`src/rtl/trup_pkg.sv`:
```
// Tile update record parser: shared types and constants.
// Used by the channel interfaces and every module of the block.
package trup_pkg;

  localparam int unsigned ByteW  = 8;
  localparam int unsigned CoordW = 16;
  localparam int unsigned LevelW = 2;
  localparam int unsigned CountW = 5;
  localparam int unsigned NibW   = 4;

  // Packet header flags byte
  localparam int unsigned FlgAllZeroBit = 7;
  localparam int unsigned FlgLevelLsb   = 5;
  // Entry flag byte
  localparam int unsigned EflTypeBit    = 7;

  localparam logic [ByteW-1:0] TypeNone = 8'hFF;

  // Parse phase, one-hot
  typedef enum logic [9:0] {
    PH_X0     = 10'b00_0000_0001,
    PH_X1     = 10'b00_0000_0010,
    PH_Z0     = 10'b00_0000_0100,
    PH_Z1     = 10'b00_0000_1000,
    PH_FLAGS  = 10'b00_0001_0000,
    PH_XZ     = 10'b00_0010_0000,
    PH_EFLAG  = 10'b00_0100_0000,
    PH_HEIGHT = 10'b00_1000_0000,
    PH_TYPE   = 10'b01_0000_0000,
    PH_DATA   = 10'b10_0000_0000
  } phase_t;

  typedef struct packed {
    logic [ByteW-1:0] stream_byte;
    logic             packet_start;
  } item_t;

  typedef struct packed {
    logic signed [CoordW-1:0] chunk_x;
    logic signed [CoordW-1:0] chunk_z;
    logic [LevelW-1:0]        level_index;
    logic [CountW-1:0]        entry_index;
    logic [NibW-1:0]          column_x;
    logic [NibW-1:0]          column_z;
    logic [ByteW-1:0]         height;
    logic [ByteW-1:0]         block_type;
    logic [ByteW-1:0]         block_data;
    logic                     last_entry;
  } result_t;

  // Parser handshake toward the input and output stages
  typedef struct packed {
    logic step;   // held input byte consumed this cycle
    logic emit;   // result loaded into the output register
  } step_ctl_t;

  function automatic logic [CoordW-1:0] sext8(input logic [ByteW-1:0] b);
    sext8 = {{(CoordW-ByteW){b[ByteW-1]}}, b};
  endfunction

endpackage

```
`src/rtl/trup_if.sv`:
```
// Tile update record parser: valid/ready channel interfaces.
// Depends on trup_pkg for field widths.
interface trup_in_if;
  import trup_pkg::*;
  logic             valid;
  logic             ready;
  logic [ByteW-1:0] stream_byte;
  logic             packet_start;

  modport source (output valid, output stream_byte, output packet_start, input ready);
  modport sink   (input valid, input stream_byte, input packet_start, output ready);
endinterface

interface trup_out_if;
  import trup_pkg::*;
  logic                     valid;
  logic                     ready;
  logic signed [CoordW-1:0] chunk_x;
  logic signed [CoordW-1:0] chunk_z;
  logic [LevelW-1:0]        level_index;
  logic [CountW-1:0]        entry_index;
  logic [NibW-1:0]          column_x;
  logic [NibW-1:0]          column_z;
  logic [ByteW-1:0]         height;
  logic [ByteW-1:0]         block_type;
  logic [ByteW-1:0]         block_data;
  logic                     last_entry;

  modport source (output valid, output chunk_x, output chunk_z, output level_index,
                  output entry_index, output column_x, output column_z, output height,
                  output block_type, output block_data, output last_entry, input ready);
  modport sink   (input valid, input chunk_x, input chunk_z, input level_index,
                  input entry_index, input column_x, input column_z, input height,
                  input block_type, input block_data, input last_entry, output ready);
endinterface

```
`src/rtl/trup_in_stage.sv`:
```
// Tile update record parser: input register holding one stream byte.
// Depends on trup_pkg; released by the parser's step strobe.
module trup_in_stage (
  input  logic               clk,
  input  logic               rst_n,
  input  logic               in_valid,
  output logic               in_ready,
  input  trup_pkg::item_t    in_item,
  input  trup_pkg::step_ctl_t ctl,
  output logic               item_valid,
  output trup_pkg::item_t    item
);
  import trup_pkg::*;

  logic  valid_r, valid_nxt;
  item_t item_r;

  assign in_ready = !valid_r || ctl.step;

  always_comb begin
    valid_nxt = valid_r;
    if (in_valid && in_ready) begin
      valid_nxt = 1'b1;
    end else if (ctl.step) begin
      valid_nxt = 1'b0;
    end
  end

  always_ff @(posedge clk) begin
    if (!rst_n) begin
      valid_r <= 1'b0;
    end else begin
      valid_r <= valid_nxt;
    end
  end

  always_ff @(posedge clk) begin
    if (in_valid && in_ready) begin
      item_r <= in_item;
    end
  end

  assign item_valid = valid_r;
  assign item       = item_r;
endmodule

```
`src/rtl/trup_parser.sv`:
```
// Tile update record parser: packet state machine and field decode.
// Depends on trup_pkg; sits between trup_in_stage and trup_out_stage.
module trup_parser (
  input  logic                clk,
  input  logic                rst_n,
  input  logic                wide_coordinates,
  input  logic                item_valid,
  input  trup_pkg::item_t     item,
  input  logic                out_free,
  output trup_pkg::step_ctl_t ctl,
  output trup_pkg::result_t   result
);
  import trup_pkg::*;

  phase_t            phase_r, phase_nxt, ph;
  logic [CoordW-1:0] coord_x_r, coord_x_nxt;
  logic [CoordW-1:0] coord_z_r, coord_z_nxt;
  logic [LevelW-1:0] level_r, level_nxt;
  logic [CountW-1:0] total_r, total_nxt;
  logic [CountW-1:0] count_r, count_nxt;
  logic              azd_r, azd_nxt;
  logic [ByteW-1:0]  ctype_r, ctype_nxt;
  logic [ByteW-1:0]  xz_r, xz_nxt;
  logic              tfollow_r, tfollow_nxt;
  logic [ByteW-1:0]  height_r, height_nxt;

  logic [ByteW-1:0]  b;
  logic              emit_c;
  logic [ByteW-1:0]  data_c;
  logic [ByteW-1:0]  type_out;
  logic [ByteW-1:0]  height_out;
  logic              last_c;
  logic              step;

  assign b  = item.stream_byte;
  assign ph = item.packet_start ? PH_X0 : phase_r;

  // Last entry when counter + 1 reaches the total
  assign last_c = ({1'b0, count_r} + {{CountW{1'b0}}, 1'b1}) >= {1'b0, total_r};

  always_comb begin
    phase_nxt   = phase_r;
    coord_x_nxt = coord_x_r;
    coord_z_nxt = coord_z_r;
    level_nxt   = level_r;
    total_nxt   = total_r;
    count_nxt   = count_r;
    azd_nxt     = azd_r;
    ctype_nxt   = ctype_r;
    xz_nxt      = xz_r;
    tfollow_nxt = tfollow_r;
    height_nxt  = height_r;
    emit_c      = 1'b0;
    data_c      = '0;
    type_out    = ctype_r;
    height_out  = height_r;
    unique case (ph)
      PH_X1: begin
        coord_x_nxt = {coord_x_r[CoordW-1:ByteW], b};
        phase_nxt   = PH_Z0;
      end
      PH_Z0: begin
        if (wide_coordinates) begin
          coord_z_nxt = {b, {ByteW{1'b0}}};
          phase_nxt   = PH_Z1;
        end else begin
          coord_z_nxt = sext8(b);
          phase_nxt   = PH_FLAGS;
        end
      end
      PH_Z1: begin
        coord_z_nxt = {coord_z_r[CoordW-1:ByteW], b};
        phase_nxt   = PH_FLAGS;
      end
      PH_FLAGS: begin
        azd_nxt   = b[FlgAllZeroBit];
        level_nxt = b[FlgLevelLsb +: LevelW];
        total_nxt = b[CountW-1:0];
        count_nxt = '0;
        ctype_nxt = TypeNone;
        phase_nxt = (b[CountW-1:0] == '0) ? PH_X0 : PH_XZ;
      end
      PH_XZ: begin
        xz_nxt    = b;
        phase_nxt = PH_EFLAG;
      end
      PH_EFLAG: begin
        tfollow_nxt = b[EflTypeBit];
        phase_nxt   = PH_HEIGHT;
      end
      PH_HEIGHT: begin
        height_nxt = b;
        height_out = b;
        if (tfollow_r) begin
          phase_nxt = PH_TYPE;
        end else if (azd_r) begin
          emit_c = 1'b1;
        end else begin
          phase_nxt = PH_DATA;
        end
      end
      PH_TYPE: begin
        ctype_nxt = b;
        type_out  = b;
        if (azd_r) begin
          emit_c = 1'b1;
        end else begin
          phase_nxt = PH_DATA;
        end
      end
      PH_DATA: begin
        emit_c = 1'b1;
        data_c = b;
      end
      default: begin
        // first header byte
        ctype_nxt = TypeNone;
        count_nxt = '0;
        if (wide_coordinates) begin
          coord_x_nxt = {b, {ByteW{1'b0}}};
          phase_nxt   = PH_X1;
        end else begin
          coord_x_nxt = sext8(b);
          phase_nxt   = PH_Z0;
        end
      end
    endcase
    if (emit_c) begin
      if (last_c) begin
        phase_nxt = PH_X0;
        count_nxt = '0;
      end else begin
        phase_nxt = PH_XZ;
        count_nxt = count_r + 1'b1;
      end
    end
  end

  // Bytes that produce nothing never wait on the output register
  assign step     = item_valid && (!emit_c || out_free);
  assign ctl.step = step;
  assign ctl.emit = step && emit_c;

  always_comb begin
    result.chunk_x     = coord_x_r;
    result.chunk_z     = coord_z_r;
    result.level_index = level_r;
    result.entry_index = count_r;
    result.column_x    = xz_r[ByteW-1:NibW];
    result.column_z    = xz_r[NibW-1:0];
    result.height      = height_out;
    result.block_type  = type_out;
    result.block_data  = data_c;
    result.last_entry  = last_c;
  end

  always_ff @(posedge clk) begin
    if (!rst_n) begin
      phase_r   <= PH_X0;
      coord_x_r <= '0;
      coord_z_r <= '0;
      level_r   <= '0;
      total_r   <= '0;
      count_r   <= '0;
      azd_r     <= 1'b0;
      ctype_r   <= TypeNone;
      xz_r      <= '0;
      tfollow_r <= 1'b0;
      height_r  <= '0;
    end else if (step) begin
      phase_r   <= phase_nxt;
      coord_x_r <= coord_x_nxt;
      coord_z_r <= coord_z_nxt;
      level_r   <= level_nxt;
      total_r   <= total_nxt;
      count_r   <= count_nxt;
      azd_r     <= azd_nxt;
      ctype_r   <= ctype_nxt;
      xz_r      <= xz_nxt;
      tfollow_r <= tfollow_nxt;
      height_r  <= height_nxt;
    end
  end
endmodule

```
`src/rtl/trup_out_stage.sv`:
```
// Tile update record parser: output register for one result.
// Depends on trup_pkg; loaded on the parser's emit strobe.
module trup_out_stage (
  input  logic                clk,
  input  logic                rst_n,
  input  trup_pkg::step_ctl_t ctl,
  input  trup_pkg::result_t   result,
  input  logic                out_ready,
  output logic                out_valid,
  output logic                out_free,
  output trup_pkg::result_t   out_result
);
  import trup_pkg::*;

  logic    valid_r, valid_nxt;
  result_t result_r;

  assign out_free = !valid_r || out_ready;

  always_comb begin
    valid_nxt = valid_r;
    if (ctl.emit) begin
      valid_nxt = 1'b1;
    end else if (out_ready) begin
      valid_nxt = 1'b0;
    end
  end

  always_ff @(posedge clk) begin
    if (!rst_n) begin
      valid_r <= 1'b0;
    end else begin
      valid_r <= valid_nxt;
    end
  end

  always_ff @(posedge clk) begin
    if (ctl.emit) begin
      result_r <= result;
    end
  end

  assign out_valid  = valid_r;
  assign out_result = result_r;
endmodule

```
`src/rtl/tile_update_record_parser.sv`:
```
// Tile update record parser, top level.
// Depends on trup_pkg, trup_if, trup_in_stage, trup_parser, trup_out_stage.
//
// Input channel in_ch: one stream byte per transfer plus packet_start, which
// forces that byte to be taken as the first header byte of a new packet.
// Output channel out_ch: one result per packet entry, on the byte that
// completes the entry; header bytes and zero-count packets give nothing.
// cfg_*: write of wide_coordinates (1 = 16-bit big-endian coordinates); it is
// always ready and should only be written while the block is idle.
//
// Throughput: one byte per cycle while no entry-closing byte waits on a full
// output register. A byte is held in the input register, is decoded by the
// parser and, if it closes an entry, is loaded into the output register,
// which drives out_ch.valid.
// A stalled receiver holds one result in the output register; bytes that
// produce no result keep flowing, and the next entry-closing byte waits in
// the input register, which then backpressures in_ch.
// Reset (rst_n low, synchronous) empties both registers, clears the register
// to narrow coordinates and puts the parser at the first header byte.
module tile_update_record_parser (
  input  logic  clk,
  input  logic  rst_n,
  trup_in_if.sink    in_ch,
  trup_out_if.source out_ch,
  input  logic  cfg_valid,
  output logic  cfg_ready,
  input  logic  cfg_wide_coordinates
);
  import trup_pkg::*;

  logic      wide_r;
  item_t     in_item;
  item_t     item;
  logic      item_valid;
  logic      out_free;
  step_ctl_t ctl;
  result_t   result;
  result_t   out_result;

  assign cfg_ready = 1'b1;

  always_ff @(posedge clk) begin
    if (!rst_n) begin
      wide_r <= 1'b0;
    end else if (cfg_valid && cfg_ready) begin
      wide_r <= cfg_wide_coordinates;
    end
  end

  assign in_item.stream_byte  = in_ch.stream_byte;
  assign in_item.packet_start = in_ch.packet_start;

  trup_in_stage u_in (
    .clk        (clk),
    .rst_n      (rst_n),
    .in_valid   (in_ch.valid),
    .in_ready   (in_ch.ready),
    .in_item    (in_item),
    .ctl        (ctl),
    .item_valid (item_valid),
    .item       (item)
  );

  trup_parser u_parser (
    .clk              (clk),
    .rst_n            (rst_n),
    .wide_coordinates (wide_r),
    .item_valid       (item_valid),
    .item             (item),
    .out_free         (out_free),
    .ctl              (ctl),
    .result           (result)
  );

  trup_out_stage u_out (
    .clk        (clk),
    .rst_n      (rst_n),
    .ctl        (ctl),
    .result     (result),
    .out_ready  (out_ch.ready),
    .out_valid  (out_ch.valid),
    .out_free   (out_free),
    .out_result (out_result)
  );

  assign out_ch.chunk_x     = out_result.chunk_x;
  assign out_ch.chunk_z     = out_result.chunk_z;
  assign out_ch.level_index = out_result.level_index;
  assign out_ch.entry_index = out_result.entry_index;
  assign out_ch.column_x    = out_result.column_x;
  assign out_ch.column_z    = out_result.column_z;
  assign out_ch.height      = out_result.height;
  assign out_ch.block_type  = out_result.block_type;
  assign out_ch.block_data  = out_result.block_data;
  assign out_ch.last_entry  = out_result.last_entry;

  // A result is only loaded when the output register is empty or draining
  a_emit_slot: assert property (@(posedge clk) disable iff (!rst_n)
    ctl.emit |-> (!out_ch.valid || out_ch.ready))
    else $error("result loaded over a pending result");

  // The parser only consumes a byte that the input register holds
  a_step_held: assert property (@(posedge clk) disable iff (!rst_n)
    ctl.step |-> item_valid)
    else $error("parser stepped without a held byte");

  // Entry index stays below the largest count
  a_entry_range: assert property (@(posedge clk) disable iff (!rst_n)
    out_ch.valid |-> (out_ch.entry_index != {CountW{1'b1}}))
    else $error("entry index out of range");
endmodule

```
`src/flat_wrapper.sv`:
```
// flat-port wrapper written by rule: the top's interface ports become plain ports
module tile_update_record_parser_flat import trup_pkg::*;
  (clk, rst_n, cfg_valid, cfg_ready, cfg_wide_coordinates, in_ch_valid, in_ch_stream_byte, in_ch_packet_start, in_ch_ready, out_ch_valid, out_ch_chunk_x, out_ch_chunk_z, out_ch_level_index, out_ch_entry_index, out_ch_column_x, out_ch_column_z, out_ch_height, out_ch_block_type, out_ch_block_data, out_ch_last_entry, out_ch_ready);
  trup_in_if in_ch_i ();
  trup_out_if out_ch_i ();
  input  logic clk;
  input  logic rst_n;
  input  logic cfg_valid;
  output logic cfg_ready;
  input  logic cfg_wide_coordinates;
  input wire logic [$bits(in_ch_i.valid)-1:0] in_ch_valid;
  input wire logic [$bits(in_ch_i.stream_byte)-1:0] in_ch_stream_byte;
  input wire logic [$bits(in_ch_i.packet_start)-1:0] in_ch_packet_start;
  output wire logic [$bits(in_ch_i.ready)-1:0] in_ch_ready;
  output wire logic [$bits(out_ch_i.valid)-1:0] out_ch_valid;
  output wire logic [$bits(out_ch_i.chunk_x)-1:0] out_ch_chunk_x;
  output wire logic [$bits(out_ch_i.chunk_z)-1:0] out_ch_chunk_z;
  output wire logic [$bits(out_ch_i.level_index)-1:0] out_ch_level_index;
  output wire logic [$bits(out_ch_i.entry_index)-1:0] out_ch_entry_index;
  output wire logic [$bits(out_ch_i.column_x)-1:0] out_ch_column_x;
  output wire logic [$bits(out_ch_i.column_z)-1:0] out_ch_column_z;
  output wire logic [$bits(out_ch_i.height)-1:0] out_ch_height;
  output wire logic [$bits(out_ch_i.block_type)-1:0] out_ch_block_type;
  output wire logic [$bits(out_ch_i.block_data)-1:0] out_ch_block_data;
  output wire logic [$bits(out_ch_i.last_entry)-1:0] out_ch_last_entry;
  input wire logic [$bits(out_ch_i.ready)-1:0] out_ch_ready;
  assign in_ch_i.valid = in_ch_valid;
  assign in_ch_i.stream_byte = in_ch_stream_byte;
  assign in_ch_i.packet_start = in_ch_packet_start;
  assign in_ch_ready = in_ch_i.ready;
  assign out_ch_valid = out_ch_i.valid;
  assign out_ch_chunk_x = out_ch_i.chunk_x;
  assign out_ch_chunk_z = out_ch_i.chunk_z;
  assign out_ch_level_index = out_ch_i.level_index;
  assign out_ch_entry_index = out_ch_i.entry_index;
  assign out_ch_column_x = out_ch_i.column_x;
  assign out_ch_column_z = out_ch_i.column_z;
  assign out_ch_height = out_ch_i.height;
  assign out_ch_block_type = out_ch_i.block_type;
  assign out_ch_block_data = out_ch_i.block_data;
  assign out_ch_last_entry = out_ch_i.last_entry;
  assign out_ch_i.ready = out_ch_ready;
  tile_update_record_parser u_core (.clk(clk), .rst_n(rst_n), .in_ch(in_ch_i), .out_ch(out_ch_i), .cfg_valid(cfg_valid), .cfg_ready(cfg_ready), .cfg_wide_coordinates(cfg_wide_coordinates));
endmodule
```
`config.mk`:
```
export PLATFORM = sky130hd
export DESIGN_NAME = tile_update_record_parser_flat
export DESIGN_NICKNAME = d
export VERILOG_FILES = /design/src/rtl/trup_pkg.sv /design/src/rtl/trup_if.sv /design/src/rtl/trup_in_stage.sv /design/src/rtl/trup_parser.sv /design/src/rtl/trup_out_stage.sv /design/src/rtl/tile_update_record_parser.sv /design/src/flat_wrapper.sv
export SDC_FILE = /design/constraint.sdc
export NUM_CORES = 1
export LEC_CHECK = 0
export ABC_AREA = 1
export BUFFER_PORTS_ARGS = -buffer_cell sky130_fd_sc_hd__buf_4
export CAP_MARGIN = 0
export CORE_MARGIN = 1.5
export CORE_UTILIZATION = 50
export CTS_CLUSTER_SIZE = 12
export DETAILED_ROUTE_END_ITERATION = 6
export MAX_ROUTING_LAYER = met4
export PLACE_DENSITY = 0.81
export SYNTH_ARGS = -nofsm -noshare
export SYNTH_HDL_FRONTEND = slang
export SYNTH_HIERARCHICAL = 1
export SYNTH_SLANG_ARGS = --single-unit
```
`constraint.sdc`:
```
create_clock -name clk -period 3.3 [get_ports clk]
set_clock_uncertainty 0.1 [all_clocks]
set_input_delay 0.33 -clock clk [delete_from_list [all_inputs] [get_ports clk]]
set_output_delay 0.33 -clock clk [all_outputs]
set_load 0.01 [all_outputs]
```
==> results.sh, run 1 <==
export IMPL_r2r_start="u_core/u_in/item[0]$_DFFE_PP_"
export IMPL_grt_max_degree=48
export IMPL_whs_endpoint="u_core/wide_r$_SDFFE_PN0P_"
export IMPL_synth_area_um2=7151
export IMPL_die_area_um2=15030
export IMPL_core_um2=13930
export IMPL_whs_ps=29.95
export IMPL_cts_max_level=4
export IMPL_synth_top_cell_area_share_pct=34.02
export IMPL_drive_gt1_share_pct=19.66
export IMPL_max_freq_ghz=0.3321
export IMPL_drt_wl_total_um=15840
export IMPL_synthArstFlopShare_pct=0
export IMPL_critPathMaxFanout=17
export IMPL_start_util_pct=51.32
export IMPL_die_w_um=122.6
export IMPL_dp_cells=1024
export IMPL_antenna_found_initial=0
export IMPL_post_route_min_period_ps=3011
export IMPL_cp_arrival_ps=2580
export IMPL_tightest_slew_ps=748.6
export IMPL_synth_warnings=6
export IMPL_dp_hpwl_um=10380
export IMPL_cts_buffer_depth=2
export IMPL_cts_made_buffers=17
export IMPL_rsz0062_at_grt="false"
export IMPL_wl_per_cell_um=14.87
export IMPL_end_kind="output port"
export IMPL_finalSetupViolations=0
export IMPL_final_cell_mix="nand2_1 (154), nor2_1 (130), buf_4 (94)"
export IMPL_seq_area_frac_synth_pct=57.25
export IMPL_final_common_cell="nand2_1"
export IMPL_hold_class="primary input to flop"
export IMPL_portBuffers=88
export IMPL_synth_distinct_cells=41
export IMPL_first_pass_iters=6
export IMPL_cts_tree="built"
export IMPL_nets=893
export IMPL_startpoint_type="flop"
export IMPL_placementRows=43
export IMPL_finalSetupTns_ps=0
export IMPL_final_core_util_pct=61.21
export IMPL_syn_to_final_growth_pct=19.28
export IMPL_grt_overflow=0
export IMPL_grt_pass1_wl_um=25010
export IMPL_leakage_nw=3.682
export IMPL_slew_headroom_pct=50.04
export IMPL_cts_sinks=164
export IMPL_min_from="cfg_valid"
export IMPL_vdd_drop_max_uv=382.5
export IMPL_cp_required_ps=2870
export IMPL_n_antenna_cell=0
export IMPL_io_pins=90
export IMPL_first_global_vias=5070
export IMPL_netlist_instances=783
export IMPL_fin_crit_sh_pct=91.25
export IMPL_fin_ws_ps=288.6
export IMPL_synth_area_leaders="edfxtp_1 (34%), dfxtp_1 (23%), nand2_1 (8.1%)"
export IMPL_postCtsSetupRepairBufs=0
export IMPL_ctsResizeCount=0
export IMPL_outcome="completed"
export IMPL_avgSynthCellArea_um2=9.132
export IMPL_vias_per_cell=5.152
export IMPL_dieHeight_um=122.6
export IMPL_ys_ff_latch=164
export IMPL_pre_cts_ws_ps=647.1
export IMPL_drv_cap=0
export IMPL_synth_top_flop_cell="dfxtp_1"
export IMPL_worstHoldPathCells=3
export IMPL_route_detailed_drc=0
export IMPL_synth_top_area_cell="edfxtp_1"
export IMPL_worstSetupPathType="flop to output port"
export IMPL_drv_slew=0
export IMPL_hold_viol=0
export IMPL_finalNonFillerCells=1065
export IMPL_vias=5487
export IMPL_ff2ff_setup_slack_ps=630
export IMPL_synth_enable_flop_cells=81
export IMPL_place_congestion=0.9307
export IMPL_cts_root_buf="clkbuf_16"
export IMPL_clock_latency_ps=430
export IMPL_clk_pin_slew_ps=70
export IMPL_drt_initial_drc_count=461
export IMPL_final_antenna_net_count=0
export IMPL_rr_worst_depth=8
export IMPL_gr_usage_all_layers_pct=23.04
export IMPL_r2r_end="u_core/u_out/out_result[30]$_DFFE_PP_"
export IMPL_syn_num_nets=804
export IMPL_powerDensity_nw_per_um2=524.6
## critical path, cell delays in order (launching register included)
cell	delay, ps
edfxtp_1	420
nor2_1	180
nand2_2	130
nor2_8	300
nand3_4	250
nand4_4	200
nand2_2	260
inv_2	140
nand2_2	80
buf_4	180
## flip-flops by register name, indices dropped and copies added (netlist names)
signal                     cells
u_core/u_parser/height_r       8
u_core/u_parser/azd_r          1
u_core/u_parser/coord_x_r     16
u_core/u_out/out_valid         1
u_core/u_parser/phase_r       10
u_core/u_parser/level_r        2
u_core/u_parser/count_r        5
u_core/u_parser/total_r        5
u_core/u_parser/ctype_r        8
u_core/wide_r                  1
u_core/u_parser/xz_r           8
u_core/u_out/out_result       72
u_core/u_parser/tfollow_r      1
u_core/u_in/item_valid         1
u_core/u_parser/coord_z_r     16
u_core/u_in/item               9
## kinds of logic (layout without fill, tap and decap cells)
group / after synthesis / in the layout / share of synthesized area (%)
other cells: 1 / 1 / 0.05244
fa+ha+maj: 6 / 6 / 1.050
buf+inv: 122 / 224 / 7.752
xor+xnor: 2 / 2 / 0.2450
compound gates: 69 / 69 / 5.355
flops: 164 / 164 / 57.25
simple gates: 419 / 419 / 28.29
## cell type report
class                           instances  area (µm²)
Multi-Input combinational cell        497        2502
Fill cell                            1170        5405
Clock inverter                         12       131.4
Timing Repair Buffer                  103       795.8
Sequential cell                       164        4094
Clock buffer                           20       446.7
Inverter                               89       334.1
Tap cell                              180       225.2
## routing by layer
layer	vias to the layer above	routed length, µm	GRT usage [%]
met2	191	7777	37.36
met4	0	225	8.140
met3	20	1013	5.251
li1	2724	-	-
met1	2552	6819	28.42
met5	-	0	-
## where the power goes
group / total [mW] / switching (mW) / internal, mW
Combinational: 0.303 / 0.192 / 0.112
Sequential: 2.26 / 0.0646 / 2.19
Clock: 1.92 / 0.783 / 1.13
## through the flow
step | instance area, µm² | total power, mW
floorplan | 7151 | 2.516
global placement | 7861 | 2.572
detailed placement | 7861 | 2.585
CTS | 8529 | 4.497
global route | 8529 | 4.633
finish | 8529 | 4.474
## cells in the mapped netlist, drive strengths merged (6+ instances only)
cell type and count:
edfxtp 81, buf 20, dfxtp 83, nor2 135, nand2 174, ha 6, a21oi 36, nand3 75
o21ai 22, inv 87, clkbuf 13, nor3 11, o21a 8, nand4 17
## timing repair
action                                  CTS  global route
endpoints found under the setup margin    0             0
hold buffers                              9             0
hold endpoints to repair                  9             0
## worst max path at each step
stage                             startpoint                               endpoint  depth (start not counted)
3_3_place_gp   u_core/u_in/item[0]$_DFFE_PP_  u_core/u_out/out_result[29]$_DFFE_PP_                          8
3_5_place_dp   u_core/u_in/item[0]$_DFFE_PP_  u_core/u_out/out_result[30]$_DFFE_PP_                          8
6_report       u_core/u_in/item[0]$_DFFE_PP_                            in_ch_ready                          9
5_1_grt        u_core/u_in/item[0]$_DFFE_PP_                            in_ch_ready                         10
2_1_floorplan  u_core/u_in/item[0]$_DFFE_PP_   u_core/u_out/out_result[0]$_DFFE_PP_                          8
4_1_cts        u_core/u_in/item[0]$_DFFE_PP_                            in_ch_ready                          9
Note: power is estimated with default switching activity, not from simulation.
==> inputs of run 2 (changes only) <==
clock period = 2.7 ns   (was 3.3 ns; I/O delays follow)
==> run 2 against run 1 <==
Sequential power grew 22%. Flip-flop and latch count is the same. Power grew 24%. Sequential share of layout area shrank 0.72 points. Critical path depth grew 1. Utilization grew 0.93 points. Count of clock-buffer cells in the layout grew 1. Setup slack lost 140 ps. Critical path type unchanged. Largest cell class unchanged. Largest power group unchanged.
==> results.sh, run 2 (synthesis results as in run 1) <==
export IMPL_nets=903
export IMPL_largest_reg_flops=72
export IMPL_rsz0062_at_grt="false"
export IMPL_cts_max_level=4
export IMPL_power_share_clock_pct=43.3
export IMPL_n_fill_cell=1148
export IMPL_place_congestion=0.9281
export IMPL_placementRows=43
export IMPL_cts_buffer_depth=2
export IMPL_grt_overflow=0
export IMPL_post_dp_cell_area_um2=7910
export IMPL_seq_power_share_pct=49.7
export IMPL_grt_pass1_wl_um=24090
export IMPL_startpoint_type="flop"
export IMPL_fin_crit_sh_pct=94.50
export IMPL_p_int_mw=4.259
export IMPL_switchingPower_mw=1.269
export IMPL_worstHoldPathCells=3
export IMPL_final_cell_mix="nand2_1 (154), nor2_1 (129), buf_4 (101)"
export IMPL_finalSetupViolations=0
export IMPL_core_um2=13930
export IMPL_final_common_cell="nand2_1"
export IMPL_start_util_pct=51.32
export IMPL_final_antenna_net_count=0
export IMPL_slew_headroom_pct=54.12
export IMPL_dieHeight_um=122.6
export IMPL_drive_gt1_share_pct=20.78
export IMPL_hold_viol=0
export IMPL_cp_required_ps=2330
export IMPL_dp_cells=1026
export IMPL_ff2ff_setup_slack_ps=260
export IMPL_tightest_slew_ps=687.4
export IMPL_post_route_min_period_ps=2551
export IMPL_leakage_nw=3.730
export IMPL_switching_share_pct=22.95
export IMPL_cts_made_buffers=17
export IMPL_r2r_start="u_core/u_parser/count_r[0]$_SDFFE_PN0P_"
export IMPL_n_antenna_cell=0
export IMPL_clk_pin_slew_ps=60
export IMPL_syn_to_final_growth_pct=21.10
export IMPL_portBuffers=88
export IMPL_cp_arrival_ps=2180
export IMPL_vdd_drop_max_uv=429.5
export IMPL_first_global_vias=4815
export IMPL_first_pass_iters=6
export IMPL_drt_initial_drc_count=504
export IMPL_grt_max_degree=50
export IMPL_worstSetupPathType="flop to output port"
export IMPL_vias_per_cell=5.129
export IMPL_min_from="in_ch_valid"
export IMPL_dp_hpwl_um=10130
export IMPL_whs_endpoint="u_core/u_in/item_valid$_SDFFE_PN0P_"
export IMPL_critPathMaxFanout=14
export IMPL_cts_tree="built"
export IMPL_route_detailed_drc=0
export IMPL_clock_latency_ps=430
export IMPL_finalNonFillerCells=1075
export IMPL_finish_instance_area_um2=8660
export IMPL_cts_sinks=164
export IMPL_antenna_found_initial=0
export IMPL_rr_worst_depth=12
export IMPL_r2r_end="u_core/u_parser/phase_r[0]$_SDFFE_PN1P_"
export IMPL_max_freq_ghz=0.3919
export IMPL_hold_class="primary input to flop"
export IMPL_outcome="completed"
export IMPL_powerDensity_nw_per_um2=638.3
export IMPL_io_pins=90
export IMPL_die_w_um=122.6
export IMPL_wl_per_cell_um=14.44
export IMPL_drt_wl_total_um=15520
export IMPL_vias=5514
export IMPL_cts_root_buf="clkbuf_16"
export IMPL_comb_power_share_pct=7.0
export IMPL_drv_cap=0
export IMPL_die_area_um2=15030
export IMPL_drv_slew=0
export IMPL_end_kind="output port"
export IMPL_gr_usage_all_layers_pct=22.14
## run 2: changes by cell type in the layout (fill, tap and decap cells not counted), sizes merged
cell         before  now
clkbuf           20   21
buf              94  103
clkinv           10    6
dlygate4sd3       9   10
clkinvlp          1    4
## run 2: layout make-up
cell class              instances  area (µm²)  share of cell area [%]
flip-flops and latches        164        4094                   47.28
clock inverters                11       123.9                   1.430
inverters                      89       337.8                   3.901
clock buffers                  21       470.5                   5.433
well taps                     180       225.2                   2.601
multi-input cells             497        2510                   28.98
repair buffers                113       898.4                   10.37
## run 2: stage by stage
step | setup TNS (ps) | total power [mW] | hold slack, ps | setup WS [ps] | util [%]
final | 0 | 5.528 | 41.29 | 148.5 | 62.14
after global routing | 0 | 5.726 | 41.90 | 13.46 | 62.14
after CTS | 0 | 5.560 | 21.61 | 29.90 | 61.86
after detailed placement | 0 | 3.164 | 315.5 | 267.6 | 56.77
after global placement | 0 | 3.151 | 312.0 | 309.4 | 56.77
after floorplan | -749.7 | 3.075 | 268.9 | -10.41 | -
## run 2: worst max path at each step
stage,startpoint,end,slack (ps),cells after the start
2_1_floorplan,u_core/u_in/item[0]$_DFFE_PP_,u_core/u_out/out_result[0]$_DFFE_PP_,-10,9
3_3_place_gp,u_core/u_in/item[0]$_DFFE_PP_,u_core/u_out/out_result[18]$_DFFE_PP_,310,8
3_5_place_dp,u_core/u_in/item[0]$_DFFE_PP_,u_core/u_out/out_result[18]$_DFFE_PP_,270,8
4_1_cts,u_core/u_in/item[0]$_DFFE_PP_,in_ch_ready,30,10
5_1_grt,u_core/u_parser/count_r[0]$_SDFFE_PN0P_,u_core/u_parser/phase_r[0]$_SDFFE_PN1P_,10,12
6_report,u_core/u_in/item[0]$_DFFE_PP_,in_ch_ready,150,10
## run 2: worst max-delay path, stage by stage, from the launching register on
cell      delay (ps)
edfxtp_1         420
inv_2            230
nand2_1          170
nand2_4          180
nor2_8            80
nand3_4           90
nand4_4          140
nand2_2          180
inv_2             60
nand2_2           80
buf_4            130
## run 2: routing by layer
layer | vias to the layer above | routed length (µm) | track usage, %
met5 | - | 0 | -
met4 | 0 | 402 | 11.34
met3 | 34 | 1072 | 5.297
met2 | 187 | 7320 | 32.86
met1 | 2550 | 6723 | 28.34
li1 | 2743 | - | -
## run 2: power groups by stage
stage | clock, mW | combinational (mW) | sequential, mW
global route | 2.54 | 0.431 | 2.75
floorplan | 0 | 0.309 | 2.77
CTS | 2.43 | 0.380 | 2.75
global placement | 0 | 0.355 | 2.80
detailed placement | 0 | 0.365 | 2.80
finish | 2.39 | 0.386 | 2.75
## run 2: what timing repair did
action / CTS / global route
setup buffers: 2 / 5
pin swaps: 1 / 1
hold buffers: 10 / 0
endpoints found under the hold margin: 10 / 0
gates cloned: 0 / 0
setup endpoints to repair: 1 / 2
resized for setup: 0 / 1
